$ cat config.mk
export PLATFORM = sky130hd
export DESIGN_NAME = tci_ctrl
export DESIGN_NICKNAME = d
export VERILOG_FILES = /design/src/design/tci_pkg.sv /design/src/design/tci_ctrl.sv
export VERILOG_INCLUDE_DIRS = /design/src /design/src/design
export SDC_FILE = /design/constraint.sdc
export NUM_CORES = 1
export LEC_CHECK = 0
export BUFFER_PORTS_ARGS = -buffer_cell sky130_fd_sc_hd__buf_2
export CAP_MARGIN = 10
export CORE_AREA = 2 2 39 41
export CTS_CLUSTER_DIAMETER = 30
export DETAILED_ROUTE_END_ITERATION = 10
export DIE_AREA = 0 0 41 43
export PLACE_DENSITY = 0.63
export SKIP_LAST_GASP = 1
export SYNTH_ARGS = -nofsm -noshare
export SYNTH_HDL_FRONTEND = slang
export SYNTH_SLANG_ARGS = --single-unit
$ cat constraint.sdc
create_clock -name clk -period 2.4 [get_ports clk]
set_input_delay 0.48 -clock clk [delete_from_list [all_inputs] [get_ports clk]]
set_output_delay 0.48 -clock clk [all_outputs]
set_load 0.005 [all_outputs]
$ cat src/design/assert_macros.svh
// Assertion macros shared by the thrust curve interpolator RTL.
`ifndef ASSERT_MACROS_SVH
`define ASSERT_MACROS_SVH

`ifndef SYNTHESIS
// Check an implication-style property on every rising edge outside reset.
`define TCI_ASSERT(lbl, clk, rst_n, prop, msg) \
	lbl: assert property (@(posedge clk) disable iff (!rst_n) prop) else $error(msg);
// Check that a condition never holds outside reset.
`define TCI_ASSERT_NEVER(lbl, clk, rst_n, cond, msg) \
	lbl: assert property (@(posedge clk) disable iff (!rst_n) !(cond)) else $error(msg);
`else
`define TCI_ASSERT(lbl, clk, rst_n, prop, msg)
`define TCI_ASSERT_NEVER(lbl, clk, rst_n, cond, msg)
`endif

`endif

$ cat src/design/tci_pkg.sv
// Types, codes and command/status structs of the thrust curve interpolator.
package tci_pkg;

	localparam int TIME_W   = 32;
	localparam int FORCE_W  = 32;
	localparam int NOW_W    = 40;
	localparam int CNT_W    = 7;
	localparam int SLOT_W   = 6;
	localparam int ENTRY_W  = TIME_W + FORCE_W;
	localparam int DIV_STEPS = 32;
	localparam int DIV_CNT_W = 5;

	// Request function codes
	localparam logic [1:0] FN_WRITE    = 2'd0;
	localparam logic [1:0] FN_ACTIVATE = 2'd1;
	localparam logic [1:0] FN_QUERY    = 2'd2;

	// Result region codes
	localparam logic [1:0] RG_INACTIVE = 2'd0;
	localparam logic [1:0] RG_BEFORE   = 2'd1;
	localparam logic [1:0] RG_INTERP   = 2'd2;
	localparam logic [1:0] RG_AFTER    = 2'd3;

	// Table read address select
	localparam logic [1:0] RD_ZERO = 2'd0;
	localparam logic [1:0] RD_LAST = 2'd1;
	localparam logic [1:0] RD_ONE  = 2'd2;
	localparam logic [1:0] RD_NEXT = 2'd3;

	typedef struct packed {
		logic [1:0]          func;
		logic [SLOT_W-1:0]   point_index;
		logic [TIME_W-1:0]   point_time_us;
		logic signed [FORCE_W-1:0] point_force;
		logic [NOW_W-1:0]    now_us;
	} in_t;

	typedef struct packed {
		logic signed [FORCE_W-1:0] force_res;
		logic [1:0]                region;
	} out_t;

	typedef struct packed {
		logic       accept;
		logic [1:0] rd_sel;
		logic       ld_prev;
		logic       ld_cur;
		logic       idx_one;
		logic       idx_inc;
		logic       ld_diff;
		logic       ld_prod;
		logic       div_run;
		logic       res_load;
		logic [1:0] res_region;
		logic       out_load;
	} cmd_t;

	typedef struct packed {
		logic ignited;
		logic le_first;
		logic ge_last;
		logic srch_stop;
		logic div_done;
		logic out_free;
	} sts_t;

endpackage

$ cat src/design/tci_ctrl.sv
// Controller state machine sequencing each request through the datapath.
`include "assert_macros.svh"

module tci_ctrl import tci_pkg::*; (
	input  logic       clk,
	input  logic       arst_n,
	input  logic       in_valid,
	input  logic [1:0] in_func,
	output logic       in_ready,
	input  sts_t       sts,
	output cmd_t       cmd
);

	localparam logic [3:0] S_IDLE = 4'd0;
	localparam logic [3:0] S_CHK0 = 4'd1;
	localparam logic [3:0] S_CHKL = 4'd2;
	localparam logic [3:0] S_SRCH = 4'd3;
	localparam logic [3:0] S_MUL1 = 4'd4;
	localparam logic [3:0] S_MUL2 = 4'd5;
	localparam logic [3:0] S_DIV  = 4'd6;
	localparam logic [3:0] S_FIN  = 4'd7;
	localparam logic [3:0] S_DONE = 4'd8;

	logic [3:0] state_q;
	logic [3:0] state_d;

	assign in_ready = (state_q == S_IDLE);

	always_comb begin
		cmd = '0;
		cmd.rd_sel = RD_ZERO;
		state_d = state_q;
		case (state_q)
			S_IDLE: begin
				if (in_valid) begin
					cmd.accept = 1'b1;
					if (in_func == FN_QUERY) begin
						if (sts.ignited) begin
							state_d = S_CHK0;
						end else begin
							cmd.res_load = 1'b1;
							cmd.res_region = RG_INACTIVE;
							state_d = S_DONE;
						end
					end
				end
			end
			S_CHK0: begin
				cmd.ld_prev = 1'b1;
				if (sts.le_first) begin
					cmd.res_load = 1'b1;
					cmd.res_region = RG_BEFORE;
					state_d = S_DONE;
				end else begin
					cmd.rd_sel = RD_LAST;
					state_d = S_CHKL;
				end
			end
			S_CHKL: begin
				if (sts.ge_last) begin
					cmd.res_load = 1'b1;
					cmd.res_region = RG_AFTER;
					state_d = S_DONE;
				end else begin
					cmd.idx_one = 1'b1;
					cmd.rd_sel = RD_ONE;
					state_d = S_SRCH;
				end
			end
			S_SRCH: begin
				if (sts.srch_stop) begin
					cmd.ld_cur = 1'b1;
					state_d = S_MUL1;
				end else begin
					cmd.ld_prev = 1'b1;
					cmd.idx_inc = 1'b1;
					cmd.rd_sel = RD_NEXT;
				end
			end
			S_MUL1: begin
				cmd.ld_diff = 1'b1;
				state_d = S_MUL2;
			end
			S_MUL2: begin
				cmd.ld_prod = 1'b1;
				state_d = S_DIV;
			end
			S_DIV: begin
				cmd.div_run = 1'b1;
				if (sts.div_done) begin
					state_d = S_FIN;
				end
			end
			S_FIN: begin
				cmd.res_load = 1'b1;
				cmd.res_region = RG_INTERP;
				state_d = S_DONE;
			end
			S_DONE: begin
				if (sts.out_free) begin
					cmd.out_load = 1'b1;
					state_d = S_IDLE;
				end
			end
			default: begin
				state_d = S_IDLE;
			end
		endcase
	end

	always_ff @(posedge clk or negedge arst_n) begin
		if (!arst_n) begin
			state_q <= S_IDLE;
		end else begin
			state_q <= state_d;
		end
	end

	`TCI_ASSERT(a_out_load_free, clk, arst_n, cmd.out_load |-> sts.out_free, "output overwritten")
	`TCI_ASSERT(a_fin_after_div, clk, arst_n, (state_q == S_FIN) |-> ($past(state_q) == S_DIV), "finish without divide")
	`TCI_ASSERT_NEVER(a_accept_busy, clk, arst_n, cmd.accept && (cmd.res_load && cmd.res_region != RG_INACTIVE), "busy accept")

endmodule

Word-level counts from Yosys, hierarchy flattened
Index checks and enable logic that the tools add are counted.
{"block": "op_classes", "n_eq_ne": 14, "n_mux": 33, "n_reduce_logical": 2}
{"operator": "4-bit one-hot mux with 9 select lines", "count": 1}
{"operator": "4-bit two-way mux", "count": 8}
{"operator": "3-bit two-way mux", "count": 6}
{"operator": "4-bit by 3-bit == test with 1-bit output (second input constant)", "count": 4}
{"operator": "1-bit two-way mux", "count": 14}
{"operator": "3-bit one-hot mux with 4 select lines", "count": 1}
{"operator": "4-bit by 2-bit == test with 1-bit output (second input constant)", "count": 2}
{"operator": "2-bit inequality test (second input constant)", "count": 4}
{"operator": "2-bit one-hot mux with 3 select lines", "count": 1}
{"operator": "5-bit AND reduction", "count": 1}
{"operator": "4-bit by 1-bit == test with 1-bit output (second input constant)", "count": 1}
{"operator": "4-bit == test (second input constant)", "count": 1}
{"operator": "4-bit logical NOT", "count": 1}
{"operator": "2-bit == test (second input constant)", "count": 1}
{"operator": "2-bit two-way mux", "count": 1}
{"operator": "2-bit by 1-bit inequality test with 1-bit output (second input constant)", "count": 1}
{"operator": "1-bit one-hot mux with 2 select lines", "count": 1}
{"block": "word_totals", "regBits": 4, "inputBits": 11}

Depth between registers and ports, before layout
{"block": "logic_depth", "depth_word": 4, "depth_mapped": 5, "mapped_depth_nobuf": 4}

Least setup slack after synthesis
No wires, ideal clock.
{"block": "synth_timing", "kind": "flip-flop to output port", "start": "reg state_q[2]", "end": "out cmd[12] in the netlist's numbering", "t_arrival_ns": 1.444, "path_slack_ns": 0.476, "stages_incl_launch_ff": 6, "path_buffers": 1, "path_cell_list": "dfrtp_1 -> buf_2 -> or2_2 -> or3_1 -> inv_1 -> or2_1"}
{"element": "start, declared", "line_no": "tci_ctrl.sv:24", "rtl": "logic [3:0] state_q;"}
{"element": "start signal, assigned", "line_no": "tci_ctrl.sv:115", "rtl": "state_q <= state_d;"}
{"element": "end, declared", "line_no": "tci_ctrl.sv:11", "rtl": "output cmd_t cmd"}

==> results.py <==
metrics = {
    "timing": {
        "clock_skew_ps": 2.188,
        "fin_tns_setup_ps": 0,
        "maxSlewViolCount": 0,
        "rsz0062_at_grt": "no",
        "worst_pin_slew_ps": 310.6,
        "fmax_mhz": 432.6,
        "finalWorstSetupSlack_ps": 88.55,
        "fin_crit_sh": 0.9631,
        "setup_violations": 0,
        "slew_headroom": 0.7929,
        "hold_viol": 0,
        "finalCriticalPeriod_ps": 2311,
    },
    "setup_path": {
        "cp.arrival_ps": 1830,
        "crit_path_max_incr_delay_ps": 580,
        "cp_slowest_cell": "or4_4",
        "critical_path_class": "reg2out",
        "crit_path_start_kind": "flop",
        "cp_max_fo": 11,
        "timing.critical_path.cells": "or4_4 -> nor3b_1 -> a311o_2 -> buf_2",
        "end_kind": "primary output",
        "worstPathRequired_ps": 1920,
    },
    "route": {
        "wl_per_cell_um": 11.60,
        "num_vias": 500,
        "ant_nets": 0,
        "avgViaCountPerCell": 5.000,
        "drt_iter0_drc": 6,
        "drc": 0,
        "wl_mm": 1.160,
        "firstDrtPassIters": 4,
    },
    "flow_run": {
        "drv_cap": 0,
    },
    "synth": {
        "ys_warn_count": 0,
        "netlist_instances": 59,
        "ys_seq_area_frac": 0.2168,
        "synth_cell_types": 28,
        "ys_ff_latch": 4,
        "syn-num-nets": 70,
        "syn_area_per_cell_sq_um": 7.825,
        "synth_area_sq_um": 461.7,
    },
    "global_route": {
        "antenna_found_initial": 0,
        "grt_pass1_wl_mm": 1.918,
        "grt_usage": 0.1620,
        "grt_max_degree": 12,
        "grt_pass1_vias": 480,
        "overflow": 0,
    },
    "worst_hold_path": {
        "hp-class": "in2async",
    },
    "place": {
        "preCtsSetupSlack_ps": 303.3,
        "dp_hpwl_um": 938.9,
        "placed_cell_area_sq_um": 588.1,
        "io_buffers": 25,
        "gp_congestion": 0.7541,
    },
    "power": {
        "p_per_area_nw_per_um2": 1091,
        "ir_drop_mv": 0.6005,
        "p_leak_nw": 0.3231,
    },
    "clock_network": {
        "root_buffer": "clkbuf_4",
        "ctsHtreeMaxLevel": 1,
        "clock-sinks": 4,
        "clk_latency_ps": 230,
        "clk_path_buf_depth": 2,
        "cts_tree": "done",
        "cts_buffers": 3,
        "cts_hold_buf": 0,
        "clk_pin_slew_ps": 40,
    },
    "floorplan": {
        "core_area_sq_um": 1384,
        "ios": 26,
        "fp.dieArea_sq_um": 1763,
        "fp.dieH_um": 43,
        "rows": 14,
        "start_util": 0.3336,
        "die_w_um": 41,
    },
    "layout": {
        "post-route-util": 0.4430,
        "largest_reg_flops": 4,
        "synthToLayoutAreaGrowth_pct": 32.79,
        "top_regs": "state_q: 4 flops",
        "largest-register": "state_q",
        "drive_gt1_frac": 0.4643,
        "final_common_cell": "buf_2",
        "nets": 97,
        "design_area_sq_um": 613.1,
        "diodes": 0,
    },
    "run_status": {
        "status": "finished clean",
    },
}
## metrics by stage
step | power [W] | instances | hold slack [ps]
floorplan | 0.0004815 | 59 | 184.4
global placement | 0.0005904 | 97 | 290.1
detailed placement | 0.0005886 | 97 | 289.8
CTS | 0.0006764 | 100 | 38.52
global route | 0.0007461 | 100 | 31.65
finish | 0.0006690 | 100 | 46.22
## routing by layer
metal	vias to the layer above	GRT usage	wire (um)
li1	255	-	-
met1	225	0.1909	497
met2	18	0.2500	567
met3	2	0.06806	82
met4	0	0.06000	12
met5	-	0	0
## cell families after synthesis
logic type,after synthesis,share of synthesized area
buf+inv,9,0.09755
flops,4,0.2168
compound gates,13,0.2493
simple gates,32,0.4038
mux,1,0.03251
## power by group
part | leakage [nW] | internal [W] | total (W) | switching [W]
clock | 0.0138 | 0.0000558 | 0.0000817 | 0.0000259
combinational | 0.259 | 0.000227 | 0.000422 | 0.000195
sequential | 0.0506 | 0.0000971 | 0.000166 | 0.0000685
## critical path: cells and delay by family (launching register included)
family	cells	cell delay [ps]
compound gates	1	170
buf+inv	1	100
flops	1	460
simple gates	2	850
## Yosys cell counts
master / number / area [sq um]
or3b_2: 1 / 8.760
inv_1: 5 / 18.77
buf_6: 1 / 11.26
buf_2: 3 / 15.01
nor2_1: 5 / 18.77
a311o_2: 1 / 11.26
o41ai_1: 1 / 8.760
or4_4: 1 / 11.26
nor2b_1: 1 / 6.260
nand2b_1: 3 / 18.77
dfrtp_1: 4 / 100.1
o21ai_0: 2 / 10.01
nand3b_1: 1 / 7.510
mux2_4: 1 / 15.01
or3_1: 1 / 6.260
nand2_1: 5 / 18.77
nor3_1: 5 / 25.02
o32ai_2: 1 / 16.27
a21oi_2: 1 / 8.760
or2_2: 1 / 6.260
and2_1: 1 / 6.260
and3b_1: 1 / 8.760
or3b_1: 1 / 8.760
nor3b_1: 3 / 22.52
o32ai_4: 1 / 27.53
or2_1: 2 / 12.51
a21oi_1: 5 / 25.02
a21o_1: 1 / 7.510
## repair_timing
action / 4_1_cts / 5_1_grt
setup endpoints to repair: 0 / 1
buffers inserted: 0 / 0
resized for setup: 0 / 2
## path summary, 6_finish.rpt
check	startpoint	endpoint	slack, ps	depth (start not counted)
worst max-delay path	state_q[1]$_DFFE_PN0P_	cmd[3]	90	4
worst min-delay path	arst_n	state_q[0]$_DFFE_PN0P_	50	1
worst max register to register	state_q[1]$_DFFE_PN0P_	state_q[3]$_DFFE_PN0P_	750	4
worst min register to register	state_q[3]$_DFFE_PN0P_	state_q[2]$_DFFE_PN0P_	650	1
max in group asynchronous	arst_n	state_q[2]$_DFFE_PN0P_	2220	1
min in group clk	sts[3]	state_q[0]$_DFFE_PN0P_	630	4
## layout make-up
type | instances | area (sq um)
tap | 16 | 20.02
fill | 152 | 770.7
inverter | 5 | 18.77
multi-input combinational | 46 | 316.6
sequential | 4 | 102.6
timing repair buffer | 26 | 132.6
clock buffer | 3 | 22.52
Power figures use the tool's default switching activity.
